File: src/hdl/tcf_pkg.sv
// Shared types and constants for the Telnet command filter.
// Holds protocol codes, the parser-to-expander item format and the AYT reply table.
// No dependencies.
package tcf_pkg;

  localparam logic [7:0] CODE_IAC   = 8'd255;
  localparam logic [7:0] CODE_DONT  = 8'd254;
  localparam logic [7:0] CODE_DO    = 8'd253;
  localparam logic [7:0] CODE_WONT  = 8'd252;
  localparam logic [7:0] CODE_WILL  = 8'd251;
  localparam logic [7:0] CODE_SB    = 8'd250;
  localparam logic [7:0] CODE_AYT   = 8'd246;
  localparam logic [7:0] CODE_IP    = 8'd244;
  localparam logic [7:0] CODE_BREAK = 8'd243;
  localparam logic [7:0] CODE_SE    = 8'd240;
  localparam logic [7:0] OPT_ECHO   = 8'd1;
  localparam logic [7:0] OPT_SGA    = 8'd3;
  localparam logic [7:0] INTR_CHAR  = 8'd3;
  localparam logic [7:0] CHAR_CR    = 8'd13;
  localparam logic [7:0] CHAR_LF    = 8'd10;
  localparam logic [7:0] CHAR_NUL   = 8'd0;

  localparam logic DEST_TERM = 1'b0;
  localparam logic DEST_NET  = 1'b1;

  localparam logic [1:0] VERB_WILL = 2'd0;
  localparam logic [1:0] VERB_WONT = 2'd1;
  localparam logic [1:0] VERB_DO   = 2'd2;
  localparam logic [1:0] VERB_DONT = 2'd3;

  localparam int AYT_LEN = 9;
  localparam int IDX_W   = 4;
  localparam logic [IDX_W-1:0] CMD_LAST = 4'd2;
  localparam logic [IDX_W-1:0] AYT_LAST = 4'd8;

  typedef enum logic [1:0] {
    K_BYTE = 2'd0,
    K_CMD  = 2'd1,
    K_AYT  = 2'd2
  } kind_t;

  // one queued action: a terminal byte, a three-byte reply or the AYT text
  typedef struct packed {
    kind_t      kind;
    logic [7:0] a;
    logic [7:0] b;
  } action_t;

  function automatic logic [7:0] ayt_char(input logic [IDX_W-1:0] idx);
    logic [7:0] ch;
    case (idx)
      4'd0:    ch = CHAR_CR;
      4'd1:    ch = CHAR_LF;
      4'd2:    ch = 8'h5B;
      4'd3:    ch = 8'h79;
      4'd4:    ch = 8'h65;
      4'd5:    ch = 8'h73;
      4'd6:    ch = 8'h5D;
      4'd7:    ch = CHAR_CR;
      4'd8:    ch = CHAR_LF;
      default: ch = CHAR_NUL;
    endcase
    return ch;
  endfunction

endpackage

File: src/hdl/telnet_command_filter.sv
// Telnet command filter top level: parser, action queue and expander.
// A byte's action goes via the action queue and current action to the result register.
// Throughput: one byte accepted per cycle while the queue has room; the expander issues
// one result byte per cycle while not stalled; a WILL/DO reply is 3 bytes, AYT 9 bytes.
// Reset (rst, synchronous) returns the parser to plain data and empties queue and output.
module telnet_command_filter #(
  parameter int QUEUE_DEPTH = 4
) (
  input  logic       clk,
  input  logic       rst,
  input  logic       item_valid,
  output logic       item_stall,
  input  logic [7:0] rx_byte,
  output logic       result_valid,
  input  logic       result_stall,
  output logic       destination,
  output logic [7:0] out_byte,
  output logic       last_of_run
);

  logic             accept, push, pop, empty, full;
  tcf_pkg::action_t action, head;

  assign item_stall = full;
  assign accept     = item_valid && !full;

  tcf_front u_front (
    .clk     (clk),
    .rst     (rst),
    .accept  (accept),
    .rx_byte (rx_byte),
    .push    (push),
    .action  (action)
  );

  tcf_queue #(
    .DEPTH (QUEUE_DEPTH)
  ) u_queue (
    .clk       (clk),
    .rst       (rst),
    .push      (push),
    .push_data (action),
    .pop       (pop),
    .head      (head),
    .empty     (empty),
    .full      (full)
  );

  tcf_back u_back (
    .clk          (clk),
    .rst          (rst),
    .head         (head),
    .empty        (empty),
    .pop          (pop),
    .result_valid (result_valid),
    .result_stall (result_stall),
    .destination  (destination),
    .out_byte     (out_byte),
    .last_of_run  (last_of_run)
  );

endmodule

File: src/hdl/tcf_front.sv
// Byte parser: tracks the Telnet command phase and classifies each byte.
// Emits at most one action per accepted byte. Depends on tcf_pkg.
module tcf_front (
  input  logic               clk,
  input  logic               rst,
  input  logic               accept,
  input  logic [7:0]         rx_byte,
  output logic               push,
  output tcf_pkg::action_t   action
);

  typedef enum logic [4:0] {
    PH_DATA   = 5'b00001,
    PH_IAC    = 5'b00010,
    PH_OPT    = 5'b00100,
    PH_SUB    = 5'b01000,
    PH_SUBIAC = 5'b10000
  } phase_t;

  phase_t     phase, phase_next;
  logic [1:0] verb, verb_next;
  logic       cr_seen, cr_seen_next;
  logic [7:0] diff;

  assign diff = rx_byte - tcf_pkg::CODE_WILL;

  always_comb begin
    phase_next   = phase;
    verb_next    = verb;
    cr_seen_next = cr_seen;
    push         = 1'b0;
    action.kind  = tcf_pkg::K_BYTE;
    action.a     = rx_byte;
    action.b     = rx_byte;
    if (accept) begin
      cr_seen_next = 1'b0;
      if (!(cr_seen && (rx_byte == tcf_pkg::CHAR_LF || rx_byte == tcf_pkg::CHAR_NUL))) begin
        case (phase)
          PH_IAC: begin
            phase_next = PH_DATA;
            if (rx_byte == tcf_pkg::CODE_IAC) begin
              push = 1'b1;
            end else if (rx_byte >= tcf_pkg::CODE_WILL && rx_byte <= tcf_pkg::CODE_DONT) begin
              verb_next  = diff[1:0];
              phase_next = PH_OPT;
            end else if (rx_byte == tcf_pkg::CODE_SB) begin
              phase_next = PH_SUB;
            end else if (rx_byte == tcf_pkg::CODE_IP || rx_byte == tcf_pkg::CODE_BREAK) begin
              push     = 1'b1;
              action.a = tcf_pkg::INTR_CHAR;
            end else if (rx_byte == tcf_pkg::CODE_AYT) begin
              push        = 1'b1;
              action.kind = tcf_pkg::K_AYT;
            end
          end
          PH_OPT: begin
            phase_next  = PH_DATA;
            action.kind = tcf_pkg::K_CMD;
            if (verb == tcf_pkg::VERB_WILL && rx_byte != tcf_pkg::OPT_SGA) begin
              push     = 1'b1;
              action.a = tcf_pkg::CODE_DONT;
            end else if (verb == tcf_pkg::VERB_DO && rx_byte != tcf_pkg::OPT_ECHO &&
                         rx_byte != tcf_pkg::OPT_SGA) begin
              push     = 1'b1;
              action.a = tcf_pkg::CODE_WONT;
            end
          end
          PH_SUB: begin
            if (rx_byte == tcf_pkg::CODE_IAC) begin
              phase_next = PH_SUBIAC;
            end
          end
          PH_SUBIAC: begin
            phase_next = (rx_byte == tcf_pkg::CODE_SE) ? PH_DATA : PH_SUB;
          end
          default: begin
            // plain data
            phase_next = PH_DATA;
            if (rx_byte == tcf_pkg::CODE_IAC) begin
              phase_next = PH_IAC;
            end else begin
              push = 1'b1;
              if (rx_byte == tcf_pkg::CHAR_CR) begin
                cr_seen_next = 1'b1;
              end
            end
          end
        endcase
      end
    end
  end

  always_ff @(posedge clk) begin
    if (rst) begin
      phase   <= PH_DATA;
      verb    <= tcf_pkg::VERB_WILL;
      cr_seen <= 1'b0;
    end else begin
      phase   <= phase_next;
      verb    <= verb_next;
      cr_seen <= cr_seen_next;
    end
  end

endmodule

File: src/hdl/tcf_queue.sv
// Short action queue between the parser and the expander.
// Circular buffer with head read; depends on tcf_pkg.
module tcf_queue #(
  parameter int DEPTH = 4
) (
  input  logic              clk,
  input  logic              rst,
  input  logic              push,
  input  tcf_pkg::action_t  push_data,
  input  logic              pop,
  output tcf_pkg::action_t  head,
  output logic              empty,
  output logic              full
);

  localparam int PTR_W = (DEPTH > 1) ? $clog2(DEPTH) : 1;
  localparam int CNT_W = $clog2(DEPTH + 1);
  localparam logic [PTR_W-1:0] PTR_LAST = PTR_W'(DEPTH - 1);
  localparam logic [CNT_W-1:0] CNT_FULL = CNT_W'(DEPTH);

  tcf_pkg::action_t mem [DEPTH];
  logic [PTR_W-1:0] wr_ptr, rd_ptr;
  logic [CNT_W-1:0] count;

  assign empty = (count == '0);
  assign full  = (count == CNT_FULL);
  assign head  = mem[rd_ptr];

  always_ff @(posedge clk) begin
    if (push) begin
      mem[wr_ptr] <= push_data;
    end
  end

  always_ff @(posedge clk) begin
    if (rst) begin
      wr_ptr <= '0;
      rd_ptr <= '0;
      count  <= '0;
    end else begin
      if (push) begin
        wr_ptr <= (wr_ptr == PTR_LAST) ? '0 : wr_ptr + 1'b1;
      end
      if (pop) begin
        rd_ptr <= (rd_ptr == PTR_LAST) ? '0 : rd_ptr + 1'b1;
      end
      case ({push, pop})
        2'b10:   count <= count + 1'b1;
        2'b01:   count <= count - 1'b1;
        default: count <= count;
      endcase
    end
  end

endmodule

File: src/hdl/tcf_back.sv
// Expander: turns queued actions into result bytes, one per cycle while not stalled,
// into a registered output stage. Depends on tcf_pkg.
module tcf_back (
  input  logic              clk,
  input  logic              rst,
  input  tcf_pkg::action_t  head,
  input  logic              empty,
  output logic              pop,
  output logic              result_valid,
  input  logic              result_stall,
  output logic              destination,
  output logic [7:0]        out_byte,
  output logic              last_of_run
);

  tcf_pkg::action_t             cur;
  logic                         cur_valid;
  logic [tcf_pkg::IDX_W-1:0]    idx;
  logic                         load;
  logic                         r_dest, r_last;
  logic [7:0]                   r_byte;

  always_comb begin
    r_dest = tcf_pkg::DEST_NET;
    r_byte = tcf_pkg::CODE_IAC;
    r_last = 1'b0;
    case (cur.kind)
      tcf_pkg::K_BYTE: begin
        r_dest = tcf_pkg::DEST_TERM;
        r_byte = cur.a;
        r_last = 1'b1;
      end
      tcf_pkg::K_CMD: begin
        r_last = (idx == tcf_pkg::CMD_LAST);
        if (idx == 4'd1) begin
          r_byte = cur.a;
        end else if (idx == tcf_pkg::CMD_LAST) begin
          r_byte = cur.b;
        end
      end
      tcf_pkg::K_AYT: begin
        r_byte = tcf_pkg::ayt_char(idx);
        r_last = (idx == tcf_pkg::AYT_LAST);
      end
      default: r_last = 1'b1;
    endcase
  end

  assign load = cur_valid && (!result_valid || !result_stall);
  assign pop  = !empty && (!cur_valid || (load && r_last));

  always_ff @(posedge clk) begin
    if (pop) begin
      cur <= head;
    end
    if (load) begin
      destination <= r_dest;
      out_byte    <= r_byte;
      last_of_run <= r_last;
    end
  end

  always_ff @(posedge clk) begin
    if (rst) begin
      cur_valid    <= 1'b0;
      idx          <= '0;
      result_valid <= 1'b0;
    end else begin
      if (pop) begin
        cur_valid <= 1'b1;
        idx       <= '0;
      end else if (load) begin
        if (r_last) begin
          cur_valid <= 1'b0;
          idx       <= '0;
        end else begin
          idx <= idx + 1'b1;
        end
      end
      if (load) begin
        result_valid <= 1'b1;
      end else if (!result_stall) begin
        result_valid <= 1'b0;
      end
    end
  end

  a_idx_bound: assert property (@(posedge clk) disable iff (rst)
    cur_valid |-> idx <= tcf_pkg::AYT_LAST)
    else $error("expander index out of range");

  a_byte_single: assert property (@(posedge clk) disable iff (rst)
    (cur_valid && cur.kind == tcf_pkg::K_BYTE) |-> idx == '0)
    else $error("single-byte action advanced its index");

  a_pop_when_done: assert property (@(posedge clk) disable iff (rst)
    (pop && cur_valid) |-> (load && r_last))
    else $error("action replaced before its last byte");

endmodule
File: config.mk
export PLATFORM = sky130hd
export DESIGN_NAME = telnet_command_filter
export DESIGN_NICKNAME = d
export VERILOG_FILES = /design/src/hdl/tcf_pkg.sv /design/src/hdl/telnet_command_filter.sv /design/src/hdl/tcf_front.sv /design/src/hdl/tcf_queue.sv /design/src/hdl/tcf_back.sv
export SDC_FILE = /design/constraint.sdc
export NUM_CORES = 1
export LEC_CHECK = 0
export BUFFER_PORTS_ARGS = -buffer_cell sky130_fd_sc_hd__buf_2
export CELL_PAD_IN_SITES_DETAIL_PLACEMENT = 2
export CELL_PAD_IN_SITES_GLOBAL_PLACEMENT = 2
export CORE_AREA = 5 5 125 115
export CTS_BUF_LIST = sky130_fd_sc_hd__clkbuf_8
export CTS_CLUSTER_SIZE = 10
export DETAILED_ROUTE_END_ITERATION = 7
export DIE_AREA = 0 0 130 120
export PLACE_DENSITY_LB_ADDON = 0.1
export REMOVE_ABC_BUFFERS = 1
export SYNTH_ARGS = -nofsm -noshare
export SYNTH_HDL_FRONTEND = slang
export SYNTH_SLANG_ARGS = --single-unit
File: constraint.sdc
create_clock -name clk -period 6.1 [get_ports clk]
set_clock_uncertainty 0.2 [all_clocks]
set_input_delay 1.22 -clock clk [delete_from_list [all_inputs] [get_ports clk]]
set_output_delay 1.22 -clock clk [all_outputs]
set_load 0.01 [all_outputs]
==> impl_metrics.tcl, run 1 <==
set metrics [dict create \
    switching_share_pct 32.4 \
    dr.pass1.iters 4 \
    finalSetupViolCount 0 \
    synth_edf_count 100 \
    power_switching_mw 0.894 \
    ff2ff_path_depth 13 \
    ys_async_sr_fraction_pct 0 \
    final_cells 609 \
    grt_pass1_vias 3833 \
    synth_warnings 0 \
    vdd_ir_drop_max_v 0.000184 \
    worst_ep_arrival_time_ps 4290 \
    dieArea_mm2 0.0156 \
    detailed_place_hpwl_mm 9.68 \
    synth.top_cell.area_share_pct 52.5 \
    initialDrtViolationCount 276 \
    grt-ovfl-total 0 \
    tns_ps 0 \
    place_inst 577 \
    worstHoldPathCells 2 \
    grt_max_degree 22 \
    setup_slack_ps 1990 \
    max_slew_margin_pct 28.9 \
    cts_tree "built" \
    seq_area_frac_synth_pct 62.3 \
    clkPwrFrac_pct 27.0 \
    yosysUniqueCellTypes 67 \
    utilization_pct 49.1 \
    cap_viol_max_count 0 \
    p_int_mw 1.87 \
    cts_setup_buffers 0 \
    routedWlPerCell_um 22.7 \
    crit_fanout 19 \
    start_kind "input port" \
    diodes 0 \
    ys.flop_type "edfxtp_1" \
    routed_via_density 5.61 \
    die_y_um 120 \
    cts_buffers 17 \
    crit_type "input port to flip-flop" \
    synthTopCellsByArea "edfxtp_1 53%, dfxtp_1 9.8%, mux4_2 7.1%, ha_1 5.0%, nand2_1 1.8%" \
    synth_top_area_cell "edfxtp_1" \
    rsz0062_at_grt "false" \
    cts_htree_levels 4 \
    synth_area_per_cell_um2 14.4 \
    worstMarginPinSlew_ps 1060 \
    cts_sinks 128 \
    ys_seq_elements 128 \
    finalNetCount 464 \
    combPwrFrac_pct 26.6 \
    fmax_mhz 243 \
    cts.path.max_buffers 2 \
    antenna_found_initial 0 \
    p_seq_share_pct 46.4 \
    area_growth_pct 11.7 \
    postCtsResizedCells 0 \
    final.fill_count 1256 \
    p_per_area_mw_per_mm2 432 \
    ys_top_cells_by_count "100 x edfxtp_1, 28 x dfxtp_1, 28 x nand2_1" \
    coreArea_mm2 0.0130 \
    place_congestion 0.754 \
    p_leak_nw 2.30 \
    post-route-min-period_ps 4110 \
    syn_area_mm2 0.00572 \
    fin_crit_sh_pct 67.4 \
    wl_mm 13.8 \
    outcome "finished clean" \
    ios 24 \
    slew_violations 0 \
    initial_core_util_pct 44.0 \
    synth_most_common_cell "edfxtp_1" \
    crit_required_ps 6270 \
    rows 40 \
    hold_path_class "flip-flop to flip-flop" \
    crit_path_end_kind "flip-flop" \
    drc 0 \
    path_clk_slew_ps 70 \
    antenna_left 0 \
    post-place-ws_ps 1500 \
    num_vias 3418 \
    hold_viol_final 0 \
    clkLatencyLatePin_ps 450 \
    portBuffers 23 \
    die_w_um 130 \
    cts_hold_repair.buffers 0 \
    synth_cells 398 \
    drive_gt1_share_pct 20.9 \
    grt_use_total_pct 19.3 \
    cts-root-buf "clkbuf_8" \
    holdWs_ps 306 \
    grt_pass1_wl_mm 22.1 \
]
-- worst paths after layout --
path,endpoint,startpoint,slack (ps)
worst max-delay path,u_queue.count[2]$_SDFFE_PP0P_,result_stall,1990
worst min-delay path,u_front.verb[0]$_SDFFE_PP0P_,u_front.verb[0]$_SDFFE_PP0P_,310
worst max register to register,u_queue.count[2]$_SDFFE_PP0P_,u_back.cur[17]$_DFFE_PP_,2080
worst min register to register,u_front.verb[0]$_SDFFE_PP0P_,u_front.verb[0]$_SDFFE_PP0P_,310
-- state kept, by name, summed over array words and instances, names as in the netlist, named ones only --
name	cells
u_queue.wr_ptr	2
u_back.idx	4
u_queue.count	3
u_back.cur_valid	1
u_back.cur	18
u_back.last_of_run	1
u_front.cr_seen	1
u_front.verb	2
u_front.phase	5
u_queue.mem	72
u_back.result_valid	1
u_back.out_byte	8
u_queue.rd_ptr	2
u_back.destination	1
-- worst max-delay path, stage by stage --
cell and delay (ps):
buf_2 100, a21bo_2 250, inv_1 410, a21bo_4 250, nand2_2 90, inv_1 520
ha_1 320, inv_1 70, fa_1 390, xor2_1 190, or3_1 310, a21oi_1 160
-- cells in the final DEF (no fill, tap or decap), types with 11 or more instances in the layout --
cell,Yosys,final
a21oi_1,18,18
buf_2,3,23
clkbuf_8,0,17
dfxtp_1,28,28
edfxtp_1,100,100
ha_1,23,23
inv_1,24,26
mux4_2,18,18
nand2_1,28,28
nor2_1,22,22
o21ai_0,11,11
-- layer usage --
metal	up-vias	track usage, %	wire length [µm]
met5	-	0	0
met1	1744	22.6	5600
met3	16	5.21	606
met2	70	34.3	7410
li1	1588	-	-
met4	0	5.65	192
-- kinds of logic (layout without fill, tap and decap cells) --
kind of cell | after synthesis | count (layout) | share of synthesized area (%)
AO/OA/AOI/OAI | 80 | 80 | 11.0
flip-flops | 128 | 128 | 62.3
AND/OR/NAND/NOR | 101 | 101 | 9.84
XOR/XNOR | 3 | 3 | 0.460
multiplexers | 24 | 24 | 8.23
buffers and inverters | 38 | 81 | 2.78
adder cells (fa/ha/maj) | 24 | 24 | 5.38
-- cell type report --
cell class	instances	area (µm²)	area share, %
sequential	128	3560	55.8
multi-input combinational	232	2000	31.3
clock buffer	17	234	3.66
tap	168	210	3.29
clock inverter	15	169	2.64
timing repair buffer	24	123	1.92
inverter	25	93.8	1.47
-- stage by stage --
step	power (mW)	area [µm²]
finish	2.76	6390
global route	2.93	6390
CTS	2.81	6390
detailed placement	2.03	5990
global placement	1.98	5990
floorplan	1.77	5650
-- power groups by stage --
stage	sequential [mW]	combinational, mW	clock (mW)
floorplan	1.30	0.470	0
global placement	1.28	0.700	0
detailed placement	1.30	0.734	0
CTS	1.28	0.751	0.771
global route	1.30	0.813	0.813
finish	1.28	0.735	0.746
Power figures use the tool's default switching activity.
==> inputs of run 2 (changes only) <==
==> constraint.sdc (replaced) <==
create_clock -name clk -period 3.81 [get_ports clk]
set_clock_uncertainty 0.2 [all_clocks]
set_input_delay 0.762 -clock clk [delete_from_list [all_inputs] [get_ports clk]]
set_output_delay 0.762 -clock clk [all_outputs]
set_load 0.01 [all_outputs]
==> impl_metrics.tcl, run 2 (synthesis results as in run 1) <==
set metrics [dict create \
    diodes 0 \
    post-route-min-period_ps 3570 \
    drive_gt1_share_pct 22.2 \
    die_y_um 120 \
    r2r-start "u_back.cur[17]$_DFFE_PP_" \
    postCtsResizedCells 0 \
    crit_type "flip-flop to flip-flop" \
    dieArea_mm2 0.0156 \
    initialDrtViolationCount 272 \
    clkLatencyLatePin_ps 450 \
    holdPathEnd "u_back.result_valid$_SDFFE_PP0P_" \
    initial_core_util_pct 44.0 \
    outcome "finished clean" \
    die_w_um 130 \
    cts-root-buf "clkbuf_8" \
    num_vias 3447 \
    area_growth_pct 12.7 \
    crit_fanout 9 \
    crit_path_end_kind "flip-flop" \
    hold_path_class "flip-flop to flip-flop" \
    crit_buf_inv 3 \
    routed_via_density 5.58 \
    critPathMostFrequentCell "inv_1" \
    grt-ovfl-total 0 \
    antenna_found_initial 0 \
    path_delay_family "adder cells" \
    cp.depth 13 \
    max_stage_delay_ps 440 \
    grt_use_total_pct 19.6 \
    cp_cell_sequence "inv_1, ha_1, nand2_2, o311ai_4, a21bo_4, nand2_2, inv_1, ha_1, inv_1, fa_1, xor2_1, or3_1, a21oi_1" \
    portBuffers 23 \
    ff2ff_path_depth 13 \
    hold_viol_final 0 \
    slew_violations 0 \
    reg_top3 "u_queue.mem (72), u_back.cur (18), u_back.out_byte (8)" \
    ios 24 \
    ff2ff_setup_slack_ps 240 \
    worstMarginPinSlew_ps 1090 \
    cts_hold_repair.buffers 0 \
    cts_setup_buffers 0 \
    crit_required_ps 3980 \
    drc 0 \
    cts_tree "built" \
    r2r-end "u_queue.count[2]$_SDFFE_PP0P_" \
    path_clk_slew_ps 70 \
    worst_ep_arrival_time_ps 3730 \
    grt_max_degree 22 \
    coreArea_mm2 0.0130 \
    layout_common_cells "100 x edfxtp_1, 28 x nand2_1, 28 x dfxtp_1" \
    start_kind "flip-flop" \
    regMostFlops "u_queue.mem" \
    post-place-ws_ps 157 \
    setup_slack_ps 244 \
    fmax_mhz 280 \
    grt_pass1_vias 3843 \
    cts_sinks 128 \
    worstHoldPathCells 2 \
    cts.path.max_buffers 2 \
    p_per_area_mw_per_mm2 685 \
    antenna_left 0 \
    grt_pass1_wl_mm 22.3 \
    max_slew_margin_pct 26.6 \
    routedWlPerCell_um 22.8 \
    cts_htree_levels 4 \
    largest_reg_flops 72 \
    dr.pass1.iters 5 \
    p_leak_nw 2.34 \
    hp-start "u_back.cur_valid$_SDFFE_PP0P_" \
    vdd_ir_drop_max_v 0.000367 \
    rows 40 \
    fin_crit_sh_pct 93.6 \
    cp-startpoint "u_back.cur[17]$_DFFE_PP_" \
    wl_mm 14.1 \
    final_common_cell "edfxtp_1" \
    detailed_place_hpwl_mm 10.2 \
    tns_ps 0 \
    slowest_stage "edfxtp_1" \
    finalNetCount 474 \
    cap_viol_max_count 0 \
    finalSetupViolCount 0 \
    cts_buffers 17 \
    place_congestion 0.824 \
    rsz0062_at_grt "false" \
]
[run 2: through the flow]
step	cell area, µm²	hold slack [ps]	power (mW)	util [%]	std cells
after floorplan	5650	250	2.83	-	385
after global placement	6060	283	3.20	46.6	587
after detailed placement	6060	288	3.31	46.6	587
after CTS	6450	307	4.49	49.5	618
after global routing	6450	351	4.68	49.5	618
final	6450	295	4.42	49.5	618
[run 2: worst max path at each step]
stage	end	slack, ps
floorplan	u_queue.count[2]$_SDFFE_PP0P_	270
global placement	u_queue.count[2]$_SDFFE_PP0P_	370
detailed placement	u_queue.count[2]$_SDFFE_PP0P_	160
CTS	u_queue.count[2]$_SDFFE_PP0P_	210
global route	u_queue.count[2]$_SDFFE_PP0P_	30
finish	u_queue.count[2]$_SDFFE_PP0P_	240
[run 2: final cells by class]
| class | count | area (µm²) |
|---|---|---|
| clock buffers | 17 | 234 |
| flip-flops and latches | 128 | 3560 |
| inverters | 25 | 93.8 |
| well taps | 168 | 210 |
| fillers | 1225 | 6570 |
| multi-input cells | 232 | 2000 |
| clock inverters | 14 | 151 |
| repair buffers | 34 | 198 |
[run 2: report_power, final]
part	switching (mW)	total, mW	internal (mW)
clock	0.528	1.16	0.630
combinational	0.736	1.22	0.484
sequential	0.154	2.04	1.89
total	1.42	4.42	3.00
[run 2: worst register-to-register path, cell delays in order, from the launching register on]
cell and delay (ps):
edfxtp_1 440, inv_1 140, ha_1 400, nand2_2 120
o311ai_4 420, a21bo_4 240, nand2_2 100, inv_1 130
ha_1 210, inv_1 70, fa_1 370, xor2_1 190
or3_1 310, a21oi_1 150
[run 2: routing by layer]
metal	share of wire, %	global-route usage [%]	wire length, µm	vias up
li1	-	-	-	1613
met1	42	23.7	5920	1753
met2	53	33.9	7430	68
met3	3.6	5.30	505	13
met4	1.5	6.23	209	0
met5	0	0	0	-
==> inputs of run 3 (changes only) <==
--- a/config.mk
+++ b/config.mk
@@ -8,13 +8,14 @@
 export BUFFER_PORTS_ARGS = -buffer_cell sky130_fd_sc_hd__buf_2
 export CELL_PAD_IN_SITES_DETAIL_PLACEMENT = 2
 export CELL_PAD_IN_SITES_GLOBAL_PLACEMENT = 2
-export CORE_AREA = 5 5 125 115
+export CORE_AREA = 5 5 127 117
 export CTS_BUF_LIST = sky130_fd_sc_hd__clkbuf_8
 export CTS_CLUSTER_SIZE = 10
 export DETAILED_ROUTE_END_ITERATION = 7
-export DIE_AREA = 0 0 130 120
+export DIE_AREA = 0 0 132 122
 export PLACE_DENSITY_LB_ADDON = 0.1
 export REMOVE_ABC_BUFFERS = 1
 export SYNTH_ARGS = -nofsm -noshare
 export SYNTH_HDL_FRONTEND = slang
+export SYNTH_HIERARCHICAL = 1
 export SYNTH_SLANG_ARGS = --single-unit
==> impl_metrics.tcl, run 3 <==
set metrics [dict create \
    outcome "finished clean" \
    yosysUniqueCellTypes 65 \
    finalSetupViolCount 0 \
    cts_buffers 17 \
    ys_seq_elements 130 \
    synth_warnings 6 \
    die_w_um 132 \
    cts-root-buf "clkbuf_8" \
    fin_crit_sh_pct 86.7 \
    hp-start "u_front/phase[2]$_SDFFE_PP0P_" \
    num_vias 3557 \
    cts_setup_buffers 0 \
    initial_core_util_pct 43.1 \
    place_congestion 0.766 \
    clkLatencyLatePin_ps 450 \
    regArea_mm2 0.00360 \
    p_seq_share_pct 44.8 \
    synthAdderAreaFrac_pct 5.43 \
    regMostFlops "u_queue/mem" \
    initialDrtViolationCount 260 \
    cap_viol_max_count 0 \
    post-route-min-period_ps 3300 \
    p_per_area_mw_per_mm2 713 \
    worstMarginPinSlew_ps 972 \
    final_common_cell "edfxtp_1" \
    drive_gt1_share_pct 19.8 \
    rows 41 \
    grt_pass1_vias 3947 \
    reg_top3 "u_queue/mem (72), u_back/cur (18), u_back/out_byte (8)" \
    vdd_ir_drop_max_v 0.000372 \
    worst_ep_arrival_time_ps 3490 \
    cts_htree_levels 4 \
    hold_path_class "flip-flop to flip-flop" \
    clkPwrFrac_pct 29.3 \
    portBuffers 23 \
    r2r-end "u_queue/count[2]$_SDFFE_PP0P_" \
    ff2ff_path_depth 12 \
    routedWlPerCell_um 23.4 \
    synth_compound_area_share_pct 9.89 \
    synth_area_per_cell_um2 14.1 \
    synthTopCellsByArea "edfxtp_1 51%, dfxtp_1 10%, ha_1 4.9%, mux4_2 3.8%, mux4_1 3.6%" \
    start_kind "flip-flop" \
    max_stage_delay_ps 440 \
    dr.pass1.iters 4 \
    ys.flop_type "edfxtp_1" \
    synth_top_family_by_area "simple AND/OR/NAND/NOR gates" \
    finalNetCount 482 \
    antenna_left 0 \
    crit_type "flip-flop to flip-flop" \
    coreArea_mm2 0.0136 \
    wl_mm 14.8 \
    synth_simple_gate_area_share_pct 9.89 \
    cp_cell_sequence "inv_1, ha_1, nand2_1, o311ai_4, nand2_1, a21oi_2, ha_1, inv_1, fa_1, xor2_1, or3_1, a21oi_1" \
    synth_cells 415 \
    synth_edf_count 100 \
    antenna_found_initial 0 \
    slowest_stage "edfxtp_1" \
    ios 24 \
    power_switching_mw 1.52 \
    largest_reg_flops 72 \
    area_growth_pct 12.4 \
    p_leak_nw 2.37 \
    multi_input_area_mm2 0.00200 \
    tns_ps 0 \
    drc 0 \
    crit_fanout 9 \
    final.fill_count 1288 \
    ys_async_sr_fraction_pct 0 \
    routed_via_density 5.64 \
    diodes 0 \
    cts_hold_repair.buffers 0 \
    synthMuxAreaShare_pct 8.46 \
    rsz0062_at_grt "false" \
    seq_area_frac_synth_pct 61.5 \
    layout_common_cells "100 x edfxtp_1, 30 x dfxtp_1, 29 x nor2_1" \
    grt_pass1_wl_mm 23.5 \
    cts_sinks 130 \
    path_clk_slew_ps 80 \
    p_int_mw 3.18 \
    r2r-start "u_back/cur[17]$_DFFE_PP_" \
    detailed_place_hpwl_mm 10.2 \
    fmax_mhz 303 \
    slew_violations 0 \
    synth_top_area_cell "edfxtp_1" \
    worstHoldPathCells 2 \
    cts.path.max_buffers 2 \
    synth_most_common_cell "edfxtp_1" \
    max_slew_margin_pct 35.1 \
    grt_use_total_pct 19.4 \
    grt_max_degree 23 \
    postCtsResizedCells 0 \
    synthXorXnorAreaFrac_pct 0.449 \
    combPwrFrac_pct 26.0 \
    ff2ff_setup_slack_ps 510 \
    final_cells 631 \
    syn_area_mm2 0.00586 \
    dieArea_mm2 0.0161 \
    hold_viol_final 0 \
    switching_share_pct 32.3 \
    cts_tree "built" \
    place_inst 599 \
    grt-ovfl-total 0 \
    ys_top_cells_by_count "100 x edfxtp_1, 30 x dfxtp_1, 29 x nor2_1" \
    crit_required_ps 4000 \
    holdPathEnd "u_front/phase[2]$_SDFFE_PP0P_" \
    die_y_um 122 \
    synth.top_cell.area_share_pct 51.3 \
    crit_path_end_kind "flip-flop" \
]
## run 3: worst max path at each step
stage                                   startpoint                             to  slack, ps  cells after the start
after floorplan                       result_stall  u_queue/count[2]$_SDFFE_PP0P_       -310                     10
after global placement                  rx_byte[1]  u_queue/count[2]$_SDFFE_PP0P_        270                     13
after detailed placement                rx_byte[1]  u_queue/count[2]$_SDFFE_PP0P_        190                     13
after CTS                 u_back/cur[17]$_DFFE_PP_  u_queue/count[2]$_SDFFE_PP0P_        440                     12
after global routing      u_back/cur[17]$_DFFE_PP_  u_queue/count[2]$_SDFFE_PP0P_        240                     12
final                     u_back/cur[17]$_DFFE_PP_  u_queue/count[2]$_SDFFE_PP0P_        510                     12
## run 3: power groups by stage
| stage | combinational, mW | clock (mW) | sequential, mW |
|---|---|---|---|
| final | 1.22 | 1.37 | 2.10 |
| after global routing | 1.33 | 1.48 | 2.13 |
| after CTS | 1.23 | 1.41 | 2.11 |
| after detailed placement | 1.21 | 0 | 2.13 |
| after global placement | 1.13 | 0 | 2.10 |
| after floorplan | 0.748 | 0 | 2.09 |
## run 3: cells by family (layout without fill, tap and decap cells)
logic type                 after synthesis  in the layout
DFF                                    130            130
and+or+nand+nor                        107            107
AOI/OAI and AO/OA                       78             78
buffers and inverters                   48             92
adders and majority gates               25             25
muxes                                   24             24
xor gates and xnor gates                 3              3
## run 3: through the flow
stage                     hold WS [ps]  utilization (%)  total power [mW]  area, µm²  setup slack [ps]
after floorplan                    239                -              2.83       5700              -314
after global placement             257             45.0              3.23       6120               269
after detailed placement           295             45.0              3.34       6120               185
after CTS                          307             48.4              4.75       6580               445
after global routing               347             48.4              4.94       6580               243
final                              299             48.4              4.69       6580               505
## run 3: final cells by class
| class | instances | area share [%] |
|---|---|---|
| Sequential cell | 130 | 54.7 |
| Multi-Input combinational cell | 237 | 30.4 |
| Clock buffer | 17 | 3.55 |
| Clock inverter | 15 | 3.48 |
| Tap cell | 172 | 3.27 |
| Timing Repair Buffer | 35 | 3.12 |
| Inverter | 25 | 1.43 |
## run 3: worst max-delay path, delay by kind of cell, from the launching register on
kind / cells / cell delay, ps
AO/OA/AOI/OAI: 3 / 650
XOR/XNOR: 1 / 150
adder cells (fa/ha/maj): 3 / 980
buffers and inverters: 2 / 200
flip-flops: 1 / 440
AND/OR/NAND/NOR: 3 / 620
## run 3: routing by layer
metal	part of all wire, %	global-route usage (%)	wire [µm]
met5	0	0	0
met4	1.6	6.56	235
met3	3.5	5.24	525
met2	53	34.9	7890
met1	42	22.6	6140
